==> config.mk <==
export PLATFORM = sky130hd
export DESIGN_NAME = audio_level_peak_meter_top
export DESIGN_NICKNAME = d
export VERILOG_FILES = /design/src/design/alpm_pkg.sv /design/src/design/alpm_serial_div.sv /design/src/design/audio_level_peak_meter_top.sv
export SDC_FILE = /design/constraint.sdc
export NUM_CORES = 1
export LEC_CHECK = 0
export ABC_AREA = 1
export BUFFER_PORTS_ARGS = -buffer_cell sky130_fd_sc_hd__clkbuf_2
export CAP_MARGIN = 20
export CORE_MARGIN = 2
export CORE_UTILIZATION = 55
export DETAILED_ROUTE_END_ITERATION = 10
export PLACE_DENSITY = 0.83
export SETUP_SLACK_MARGIN = 0.15
export SLEW_MARGIN = 20
export SYNTH_ARGS = -nofsm -noshare
export SYNTH_HDL_FRONTEND = slang
export SYNTH_SLANG_ARGS = --single-unit
==> constraint.sdc <==
create_clock -name clk_i -period 11.6 [get_ports clk_i]
set_clock_uncertainty 0.1 [all_clocks]
set_input_delay 1.16 -clock clk_i [delete_from_list [all_inputs] [get_ports clk_i]]
set_output_delay 1.16 -clock clk_i [all_outputs]
set_load 0.05 [all_outputs]
==> src/design/alpm_pkg.sv <==
// ----------------------------------------------------------------------------
// alpm_pkg
// Shared widths, constants and register codes of the audio level peak meter.
// ----------------------------------------------------------------------------
package alpm_pkg;

  // Field widths
  localparam int SampleW  = 10;
  localparam int LevelW   = 8;
  localparam int NoiseW   = 10;
  localparam int CountW   = 8;
  localparam int QuotW    = 10;
  localparam int CfgIdxW  = 1;
  localparam int CfgDataW = 10;

  // Register reset values
  localparam logic [NoiseW-1:0] NoiseReset = 10'd10;
  localparam logic [CountW-1:0] CountReset = 8'd32;

  // Register indexes
  localparam logic [CfgIdxW-1:0] CfgNoise = 1'b0;
  localparam logic [CfgIdxW-1:0] CfgCount = 1'b1;

  // Meter constants
  localparam int BeatMargin = 30;
  localparam int HueStep    = 32;
  localparam int HoldFrames = 5;
  localparam int HoldMax    = 7;
  localparam int DecayStep  = 3;
  localparam int LevelMax   = 512;

endpackage

==> src/design/alpm_serial_div.sv <==
// ----------------------------------------------------------------------------
// alpm_serial_div
// Restoring divider of the window total by WINDOW_SIZE, one quotient bit
// per cycle, most significant bit first.
// ----------------------------------------------------------------------------
module alpm_serial_div #(
  parameter int WINDOW_SIZE = 16
) (
  input  logic                                          clk_i,
  input  logic                                          rst_ni,
  input  logic                                          start_i,
  input  logic [$clog2(1023*WINDOW_SIZE+1)-1:0]         dividend_i,
  output logic [alpm_pkg::QuotW-1:0]                    quotient_o,
  output logic                                          done_o
);
  import alpm_pkg::*;

  localparam int RemW = $clog2(WINDOW_SIZE+1) + QuotW;
  localparam int CntW = $clog2(QuotW);

  logic                busy_q;
  logic                done_q;
  logic [CntW-1:0]     cnt_q;
  logic [RemW-1:0]     rem_q, rem_d;
  logic [RemW-1:0]     dvs_q;
  logic [QuotW-1:0]    quo_q;
  logic                fits;

  // Compare and subtract the shifted divisor
  assign fits  = (rem_q >= dvs_q);
  assign rem_d = fits ? (rem_q - dvs_q) : rem_q;

  // Sequence the steps
  always_ff @(posedge clk_i or negedge rst_ni) begin
    if (!rst_ni) begin
      busy_q <= 1'b0;
      done_q <= 1'b0;
      cnt_q  <= '0;
    end else begin
      done_q <= 1'b0;
      if (start_i) begin
        busy_q <= 1'b1;
        cnt_q  <= CntW'(QuotW - 1);
      end else if (busy_q) begin
        cnt_q <= cnt_q - 1'b1;
        if (cnt_q == '0) begin
          busy_q <= 1'b0;
          done_q <= 1'b1;
        end
      end
    end
  end

  // Shift the quotient in, shift the divisor down
  always_ff @(posedge clk_i) begin
    if (start_i) begin
      rem_q <= RemW'(dividend_i);
      dvs_q <= RemW'(WINDOW_SIZE) << (QuotW - 1);
      quo_q <= '0;
    end else if (busy_q) begin
      rem_q <= rem_d;
      dvs_q <= dvs_q >> 1;
      quo_q <= {quo_q[QuotW-2:0], fits};
    end
  end

  assign quotient_o = quo_q;
  assign done_o     = done_q;

endmodule

==> src/design/audio_level_peak_meter_top.sv <==
// ----------------------------------------------------------------------------
// audio_level_peak_meter_top
// Audio level meter with window mean, peak hold, beat hue and LED scaling.
// ----------------------------------------------------------------------------
// One request is one ADC sample; it yields one result. From acceptance until the
// next sample can be accepted, provided the result register is free, a sample
// passes these steps: accept it and read the oldest ring entry, update the
// running total, run the bit-serial mean divider (one quotient bit per cycle for
// ten bits, plus its done flag), update the level, peak and hue, run the
// bit-serial multipliers for the bar length and peak marker, and scale and load
// the result register. The result register lets the next sample enter while a
// result waits. The ring reads as zero until it has wrapped once, so no clearing
// pass follows reset.
// ----------------------------------------------------------------------------
module audio_level_peak_meter_top #(
  parameter int WINDOW_SIZE = 16
) (
  input  logic                            clk_i,
  input  logic                            rst_ni,
  // Sample channel
  input  logic                            in_valid_i,
  output logic                            in_stall_o,
  input  logic [alpm_pkg::SampleW-1:0]    sample_i,
  // Result channel
  output logic                            out_valid_o,
  input  logic                            out_stall_i,
  output logic [alpm_pkg::LevelW-1:0]     audio_level_o,
  output logic [alpm_pkg::LevelW-1:0]     peak_level_o,
  output logic [alpm_pkg::LevelW-1:0]     lit_count_o,
  output logic [alpm_pkg::LevelW-1:0]     peak_led_o,
  output logic [alpm_pkg::LevelW-1:0]     beat_hue_o,
  // Register write channel
  input  logic                            cfg_valid_i,
  output logic                            cfg_ready_o,
  input  logic [alpm_pkg::CfgIdxW-1:0]    cfg_index_i,
  input  logic [alpm_pkg::CfgDataW-1:0]   cfg_data_i
);
  import alpm_pkg::*;

  localparam int PosW  = $clog2(WINDOW_SIZE);
  localparam int TotW  = $clog2(1023*WINDOW_SIZE+1);
  localparam int ProdW = 2 * LevelW;
  localparam int MulCntW = $clog2(LevelW);

  localparam logic [2:0] StIdle  = 3'd0;
  localparam logic [2:0] StLoad  = 3'd1;
  localparam logic [2:0] StDiv   = 3'd2;
  localparam logic [2:0] StLevel = 3'd3;
  localparam logic [2:0] StMul   = 3'd4;
  localparam logic [2:0] StFin   = 3'd5;

  logic [2:0]           state_q, state_d;
  logic                 in_acc, out_load;

  // Registers and state
  logic [NoiseW-1:0]    noise_q;
  logic [CountW-1:0]    count_q;
  logic [PosW-1:0]      pos_q;
  logic                 wrapped_q;
  logic [TotW-1:0]      total_q, total_d;
  logic [LevelW-1:0]    peak_q, peak_d;
  logic [2:0]           hold_q, hold_d;
  logic [LevelW-1:0]    hue_q, hue_d;

  // Working registers
  logic [SampleW-1:0]   ring_mem_q [WINDOW_SIZE];
  logic [SampleW-1:0]   sample_q;
  logic [SampleW-1:0]   rd_q;
  logic [LevelW-1:0]    audio_q;
  logic [LevelW-1:0]    mul_a_q, mul_p_q;
  logic [ProdW-1:0]     acc_lit_q, acc_mark_q;
  logic [MulCntW-1:0]   mul_cnt_q;
  logic                 out_valid_q;
  logic [LevelW-1:0]    out_audio_q, out_peak_q, out_lit_q, out_mark_q, out_hue_q;

  // Divider hookup
  logic                 div_start;
  logic [QuotW-1:0]     mean;
  logic                 div_done;

  // Combinational datapath
  logic [SampleW-1:0]   old_smp, dev, lvl_raw, lvl;
  logic [17:0]          scaled;
  logic [LevelW-1:0]    audio_c, peak_dec, span;
  logic [2:0]           hold_inc;
  logic                 beat;
  logic [ProdW:0]       lit_sum, mark_sum;

  assign in_acc      = in_valid_i && (state_q == StIdle);
  assign in_stall_o  = (state_q != StIdle);
  assign cfg_ready_o = 1'b1;
  assign out_load    = (state_q == StFin) && (!out_valid_q || !out_stall_i);
  assign div_start   = (state_q == StLoad);

  // Sample ring: write the new sample, read the one it replaces
  always_ff @(posedge clk_i) begin
    if (in_acc) begin
      ring_mem_q[pos_q] <= sample_i;
      rd_q              <= ring_mem_q[pos_q];
    end
  end

  // Running total update
  assign old_smp = wrapped_q ? rd_q : '0;
  assign total_d = total_q - TotW'(old_smp) + TotW'(sample_q);

  alpm_serial_div #(
    .WINDOW_SIZE (WINDOW_SIZE)
  ) u_div (
    .clk_i      (clk_i),
    .rst_ni     (rst_ni),
    .start_i    (div_start),
    .dividend_i (total_d),
    .quotient_o (mean),
    .done_o     (div_done)
  );

  // Level, beat and peak hold
  always_comb begin
    dev      = (sample_q >= mean) ? (sample_q - mean) : (mean - sample_q);
    lvl_raw  = (dev > noise_q) ? (dev - noise_q) : '0;
    lvl      = (lvl_raw > SampleW'(LevelMax)) ? SampleW'(LevelMax) : lvl_raw;
    scaled   = {lvl, 8'b0} - 18'(lvl);
    audio_c  = scaled[16:9];
    beat     = ({1'b0, audio_c} > ({1'b0, peak_q} + 9'(BeatMargin)));
    hold_inc = (hold_q == 3'(HoldMax)) ? hold_q : hold_q + 3'd1;
    peak_dec = (peak_q > LevelW'(DecayStep)) ? (peak_q - LevelW'(DecayStep)) : '0;
    hue_d    = beat ? (hue_q + LevelW'(HueStep)) : hue_q;
    if (audio_c > peak_q) begin
      peak_d = audio_c;
      hold_d = '0;
    end else begin
      hold_d = hold_inc;
      peak_d = (hold_inc > 3'(HoldFrames)) ? peak_dec : peak_q;
    end
  end

  // Divide the products by 255 exactly over their range
  assign span     = (count_q == '0) ? '0 : count_q - 1'b1;
  assign lit_sum  = (ProdW+1)'(acc_lit_q) + (ProdW+1)'(acc_lit_q[ProdW-1:LevelW]) + 1'b1;
  assign mark_sum = (ProdW+1)'(acc_mark_q) + (ProdW+1)'(acc_mark_q[ProdW-1:LevelW]) + 1'b1;

  // Advance the sequencer
  always_comb begin
    state_d = state_q;
    case (state_q)
      StIdle:  if (in_acc) state_d = StLoad;
      StLoad:  state_d = StDiv;
      StDiv:   if (div_done) state_d = StLevel;
      StLevel: state_d = StMul;
      StMul:   if (mul_cnt_q == '0) state_d = StFin;
      StFin:   if (out_load) state_d = StIdle;
      default: state_d = StIdle;
    endcase
  end

  // Control state and meter state
  always_ff @(posedge clk_i or negedge rst_ni) begin
    if (!rst_ni) begin
      state_q     <= StIdle;
      noise_q     <= NoiseReset;
      count_q     <= CountReset;
      pos_q       <= '0;
      wrapped_q   <= 1'b0;
      total_q     <= '0;
      peak_q      <= '0;
      hold_q      <= '0;
      hue_q       <= '0;
      mul_cnt_q   <= '0;
      out_valid_q <= 1'b0;
    end else begin
      state_q <= state_d;
      if (cfg_valid_i) begin
        case (cfg_index_i)
          CfgNoise: noise_q <= cfg_data_i[NoiseW-1:0];
          CfgCount: count_q <= cfg_data_i[CountW-1:0];
          default:  ;
        endcase
      end
      if (state_q == StLoad) begin
        total_q <= total_d;
        if (pos_q == PosW'(WINDOW_SIZE - 1)) begin
          pos_q     <= '0;
          wrapped_q <= 1'b1;
        end else begin
          pos_q <= pos_q + 1'b1;
        end
      end
      if (state_q == StLevel) begin
        peak_q    <= peak_d;
        hold_q    <= hold_d;
        hue_q     <= hue_d;
        mul_cnt_q <= MulCntW'(LevelW - 1);
      end else if (state_q == StMul) begin
        mul_cnt_q <= mul_cnt_q - 1'b1;
      end
      if (out_load) begin
        out_valid_q <= 1'b1;
      end else if (out_valid_q && !out_stall_i) begin
        out_valid_q <= 1'b0;
      end
    end
  end

  // Payload: capture, shift-add multiply, load result
  always_ff @(posedge clk_i) begin
    if (in_acc) begin
      sample_q <= sample_i;
    end
    if (state_q == StLevel) begin
      audio_q    <= audio_c;
      mul_a_q    <= audio_c;
      mul_p_q    <= peak_d;
      acc_lit_q  <= '0;
      acc_mark_q <= '0;
    end else if (state_q == StMul) begin
      mul_a_q    <= {mul_a_q[LevelW-2:0], 1'b0};
      mul_p_q    <= {mul_p_q[LevelW-2:0], 1'b0};
      acc_lit_q  <= {acc_lit_q[ProdW-2:0], 1'b0} +
                    (mul_a_q[LevelW-1] ? ProdW'(count_q) : '0);
      acc_mark_q <= {acc_mark_q[ProdW-2:0], 1'b0} +
                    (mul_p_q[LevelW-1] ? ProdW'(span) : '0);
    end
    if (out_load) begin
      out_audio_q <= audio_q;
      out_peak_q  <= peak_q;
      out_lit_q   <= lit_sum[ProdW-1:LevelW];
      out_mark_q  <= mark_sum[ProdW-1:LevelW];
      out_hue_q   <= hue_q;
    end
  end

  assign out_valid_o   = out_valid_q;
  assign audio_level_o = out_audio_q;
  assign peak_level_o  = out_peak_q;
  assign lit_count_o   = out_lit_q;
  assign peak_led_o    = out_mark_q;
  assign beat_hue_o    = out_hue_q;

endmodule

==> impl_results.md, run 1 <==
- Status: finished clean
- Maxcap violations: 0
- Measured slew at the worst slew-check pin: 1040 ps
- RSZ-0062 raised after global routing: false
- Pins over their slew limit: 0
- CP max stage delay: about 400 ps
- Row count: 69
- Worst Setup Path Type: reg -> reg
- Synth Area in Adders: 0.0877
- Final Hold Viols: 0
- HP Start: audio_q[3]
- Cell count after synthesis: around 2,100
- XOR/XNOR Fraction of Synth Area: 0.0213
- Pin count of the biggest net entering global routing: between 80 and 90
- M1 WL: between 15 and 20 mm
- Root Buffer: clkbuf_16
- #FFs+latches synth: 374
- Slowest CP cell: edfxtp_1
- First-pass GRT wire length: slightly above 70 mm
- Cell Count, Final, Fillers Out: 2,687
- Hold Crit Depth: 0
- FMAX: 144 MHz
- Final Cycle Share: 0.598
- Clock H-tree levels: 2
- Core Region: 35,500 sq um
- Fill cells: approximately 2,800
- Relative slew margins: 0.303
- Reg-to-reg startpoint: sample_q[0]
- # Post-CTS Setup Buffers: 0
- Fraction of registers with async set/reset: 0.171
- Dpl cells: 2,612
- Initial Utilization: 0.557
- Total wire length: about 44 mm
- Ports: 69
- Met3 WL: about 2.6 mm
- GRT Overall Usage: 0.234
- DR vias/cell: ~5.6
- Fraction of layout cells with a size suffix above 1: 0.0921
- PostCTS Resize Cnt: 0
- Most frequent CP cell: inv_1
- Critical Path End Type: flop
- Top delay family on crit path: simple AND/OR/NAND/NOR gates
- CTS buffer count: 40
- TritonCTS clock tree: done
- Critical Path RT: ~12,000 ps
- R2R depth: 40
- CP bufs+invs: 7
- Critical path startpoint category: flop
- CTS Buffer Depth: 3
- Vias: 14,900
- WL met2: approximately 22 mm
- Worst hold path class: reg -> reg
- Input/output buffers: a little over 60
- Min cycle time layout: 6930 ps
- R2R Path End: mul_p_q[7]
- Syn_area_per_cell: around 9.2 sq um
- Vias in the first global route: approximately 15,000
- Dominant synthesized flop cell: edfxtp_1
- Die ar.: 37,500 sq um
- Dpl hpwl: slightly above 30 mm
- Initial antenna violation count: 0
- Reg clk slew, reported paths: around 60 ps
- Seq/Total Area, Yosys: 0.523
- Number of flops mapped to enable cells by yosys: between 200 and 300
- Complex-gate fraction of the synthesized area: 0.115
- Routability congestion estimate from global placement: about 0.93
- Drt pass-1 iters: 5
- Number of routed nets with antenna violations: 0
- Reg-to-reg slack, setup: about 4700 ps
- TNS Setup: 0 ps
- Critical-path maximum fanout: 15
- Multiplexer area fraction after synthesis: 0.00158
- CTS Hold Bufs: 0
- Crit path DAT: about 7100 ps
- P&R area growth vs syn: 10.4%
- Simple-gate share of the synthesized area: 0.176
- Die X: 194 microns
- Wire per inst: around 16 microns
- # nets final: roughly 2,300
- Worst-Skew Late Latency: about 550 ps
- DRC: 0
- GR Overflow Total: 0
- Worst Hold Endpoint: audio_level_o[3]
- Post-Syn Area: ~20,000 sq um
- Top Metal Used: met4
- Largest family of logic cells by synthesized area: simple AND/OR/NAND/NOR gates
- Initial DRC Count: between 1,000 and 1,500
- Synth warn: 0
- Final setup viols: 0
- Inserted Diodes: 0
- CTS sink cnt: 374
- Post-synth cell types: between 60 and 70
- Die Ht: 194 microns
cells by family after synthesis:
kind of cell,count (synthesis)
other,2
AOI/OAI and AO/OA,414
DFF,374
xor gates and xnor gates,48
buffers and inverters,380
muxes,3
adders and majority gates,129
and+or+nand+nor,788
placed cells by master, fill, tap and decap left out, drive strengths merged, types with 3 or more instances in the layout:
cell type / instances
dfstp: 3
fa: 16
clkinv: 15
a22o: 6
dfxtp: 57
a211oi: 6
nor2: 252
o31ai: 12
or2: 3
nand4: 24
nand3: 73
edfxtp: 253
nor3: 19
o221ai: 3
o21bai: 6
ha: 113
o22ai: 47
nand2: 402
a21oi: 100
xnor2: 13
o21ai: 218
buf: 16
a21o: 3
nand3b: 7
conb: 6
clkbuf: 119
inv: 310
xor2: 35
dfrtp: 61
registers in the layout (all words and copies together) (netlist names), 14 cells and up:
register,flops
ring_mem_q,160
acc_lit_q,16
acc_mark_q,16
u_div.rem_q,15
total_q,14
u_div.dvs_q,14
worst max path at each step:
stage | from | slack (ps) | end | cells after the start
after global routing | sample_q[0] | 4060 | mul_p_q[7] | 40
after global placement | sample_q[0] | 5010 | mul_p_q[7] | 40
after floorplan | sample_q[0] | 5550 | mul_p_q[1] | 43
after detailed placement | sample_q[0] | 4750 | mul_p_q[7] | 40
final | sample_q[0] | 4670 | mul_p_q[7] | 40
after CTS | sample_q[0] | 4700 | mul_p_q[7] | 40
final cells by class:
class / instances / area [sq um] / area share
inverter: 313 / 1180 / 0.0540
clock inverter: 16 / 148 / 0.00676
sequential: 374 / 10300 / 0.474
timing repair buffer: 77 / 443 / 0.0203
tap: 461 / 577 / 0.0264
multi-input combinational: 1388 / 8000 / 0.366
clock buffer: 58 / 1140 / 0.0523
synth_stat cells, drive strengths merged (7+ instances only):
library cell  number  area [sq um]
a21oi            100           504
buf               10          81.3
clkbuf            57           214
dfrtp             61          1530
dfxtp             57          1140
edfxtp           253          7600
fa                16           320
ha               113          1410
inv              309          1160
nand2            402          1630
nand3             73           478
nand3b             7          65.1
nand4             24           163
nor2             252           976
nor3              19           100
o21ai            218          1100
o22ai             47           294
o31ai             12          90.1
xnor2             13           114
xor2              35           307
layer usage:
layer  vias to the layer above  GRT usage
met5                         -          0
met4                         0     0.0961
met3                       133     0.0360
met2                       502      0.406
met1                      7043      0.292
li1                       7247          -
through the flow:
stage	util	hold slack, ps	instance area (sq um)	setup WS [ps]
after floorplan	-	300	19800	5550
after global placement	0.578	303	20500	5010
after detailed placement	0.578	310	20500	4750
after CTS	0.615	320	21800	4700
after global routing	0.615	334	21800	4060
final	0.615	320	21800	4670
Power of run 1 is not shown: default switching activity piles up to over one toggle a cycle in this logic, so the estimate is an artifact.
==> run 2: changes to the inputs <==
==> constraint.sdc (replaced) <==
create_clock -name clk_i -period 7.25 [get_ports clk_i]
set_clock_uncertainty 0.1 [all_clocks]
set_input_delay 0.725 -clock clk_i [delete_from_list [all_inputs] [get_ports clk_i]]
set_output_delay 0.725 -clock clk_i [all_outputs]
set_load 0.05 [all_outputs]
==> impl_results.md, run 2 (synthesis results as in run 1) <==
- Core Region: around 35,000 sq um
- Worst-Skew Late Latency: between 500 and 600 ps
- Largest register FFs: 160
- Most frequent CP cell: inv_1
- Ports: 69
- Grt met3 use: 0.0419
- Inserted Diodes: 0
- Die X: between 150 and 200 microns
- GRT met2 Usage: 0.406
- Relative slew margins: 0.308
- Critical Path End Type: flop
- Final Cycle Share: 0.921
- Critical Path RT: 7470 ps
- Dpl hpwl: about 30 mm
- GRT busiest layer: met2
- R2R Path End: mul_p_q[6]
- Input/output buffers: 62
- Reg-to-reg startpoint: sample_q[0]
- Vias: about 15,000
- Initial antenna violation count: 1
- DR vias/cell: between 5 and 6
- Reg-to-reg slack, setup: roughly 570 ps
- Clock H-tree levels: 2
- CTS Hold Bufs: 0
- CTS buffer count: 40
- Regs by FF count: ring_mem_q: 160 flops, acc_lit_q: 16 flops, acc_mark_q: 16 flops
- CP max stage delay: between 300 and 400 ps
- Pins over their slew limit: 0
- Critical path startpoint category: flop
- Worst hold path class: in -> async
- Vias in the first global route: 14,400
- Routability congestion estimate from global placement: between 0.9 and 1
- Min cycle time layout: between 6000 and 7000 ps
- Drt pass-1 iters: 6
- R2R depth: 44
- Fill cells: between 2,000 and 3,000
- Pin count of the biggest net entering global routing: 85
- Wire per inst: 16.4 microns
- Reg clk slew, reported paths: 70 ps
- Largest reg by FF count: ring_mem_q
- Worst Setup Path Type: reg -> reg
- Footprint of the multi-input gates: slightly above 8000 sq um
- RSZ-0062 raised after global routing: false
- Number of routed nets with antenna violations: 0
- Measured slew at the worst slew-check pin: just over 1000 ps
- Initial Utilization: 0.557
- Critical-path maximum fanout: 10
- Initial DRC Count: 1,254
- Die ar.: ~37,000 sq um
- P&R area growth vs syn: 11.6%
- First-pass GRT wire length: 71.3 mm
- GR Util met1: 0.297
- Commonest non-fill, non-tap cell in the layout: nand2_1
- Final Hold Viols: 0
- # nets final: roughly 2,400
- Root Buffer: clkbuf_16
- DRC: 0
- TritonCTS clock tree: done
- CTS sink cnt: approximately 370
- Register area: about 10,000 sq um
- Slowest CP cell: edfxtp_1
- Row count: between 60 and 70
- GR Overflow Total: 0
- Crit path DAT: ~6900 ps
- Die Ht: 194 microns
- Top delay family on crit path: simple AND/OR/NAND/NOR gates
- CP bufs+invs: 10
- Total wire length: 44.3 mm
- Fraction of layout cells with a size suffix above 1: 0.104
- FMAX: 150 MHz
- Maxcap violations: 0
- Worst hold margin: about 270 ps
- TNS Setup: 0 ps
- Final setup viols: 0
- Status: finished clean
- Most frequent cells in the layout: nand2_1, inv_1, edfxtp_1, nor2_1, o21ai_0
- GRT Overall Usage: 0.234
- CTS Buffer Depth: 3
-- run 2: changes by cell type in the layout (fill, tap and decap cells not counted), sizes merged --
cell / change
clkinvlp: -2
inv: +3
bufinv: +3
nand2: +1
buf: +3
a21o: +1
clkbuf: -8
clkinv: +3
-- run 2: layer usage --
metal	wire length, microns	up-vias
li1	-	7261
met3	2990	107
met1	18100	7051
met5	13	-
met4	1320	2
met2	21800	499
-- run 2: stage by stage --
step / util / setup WS, ps / instances / cell area [sq um]
after floorplan: - / 1200 / 2142 / 19800
after global placement: 0.578 / 641 / 2612 / 20500
after detailed placement: 0.578 / 381 / 2612 / 20500
after CTS: 0.617 / 353 / 2685 / 21900
after global routing: 0.622 / 127 / 2691 / 22100
final: 0.622 / 570 / 2691 / 22100
-- run 2: area by class of cell --
type	count	share of cell area
Timing Repair Buffer	80	0.0211
Clock buffer	50	0.0513
Tap cell	461	0.0261
Clock inverter	23	0.0114
Sequential cell	374	0.469
Inverter	313	0.0535
Multi-Input combinational cell	1390	0.368
-- run 2: worst max-delay path by stage --
stage,start,end,slack [ps],cells after the start
finish,sample_q[0],mul_p_q[6],570,44
CTS,sample_q[0],hue_q[6],350,42
floorplan,sample_q[0],mul_p_q[1],1200,43
global route,sample_q[0],mul_p_q[6],130,44
global placement,sample_q[0],mul_p_q[7],640,40
detailed placement,sample_q[0],hue_q[5],380,42
-- run 2: timing repair --
action,CTS,global route
setup endpoints to repair,0,22
gates resized for setup,0,20
setup buffers,0,3
Power of run 2 is left out for the same reason.
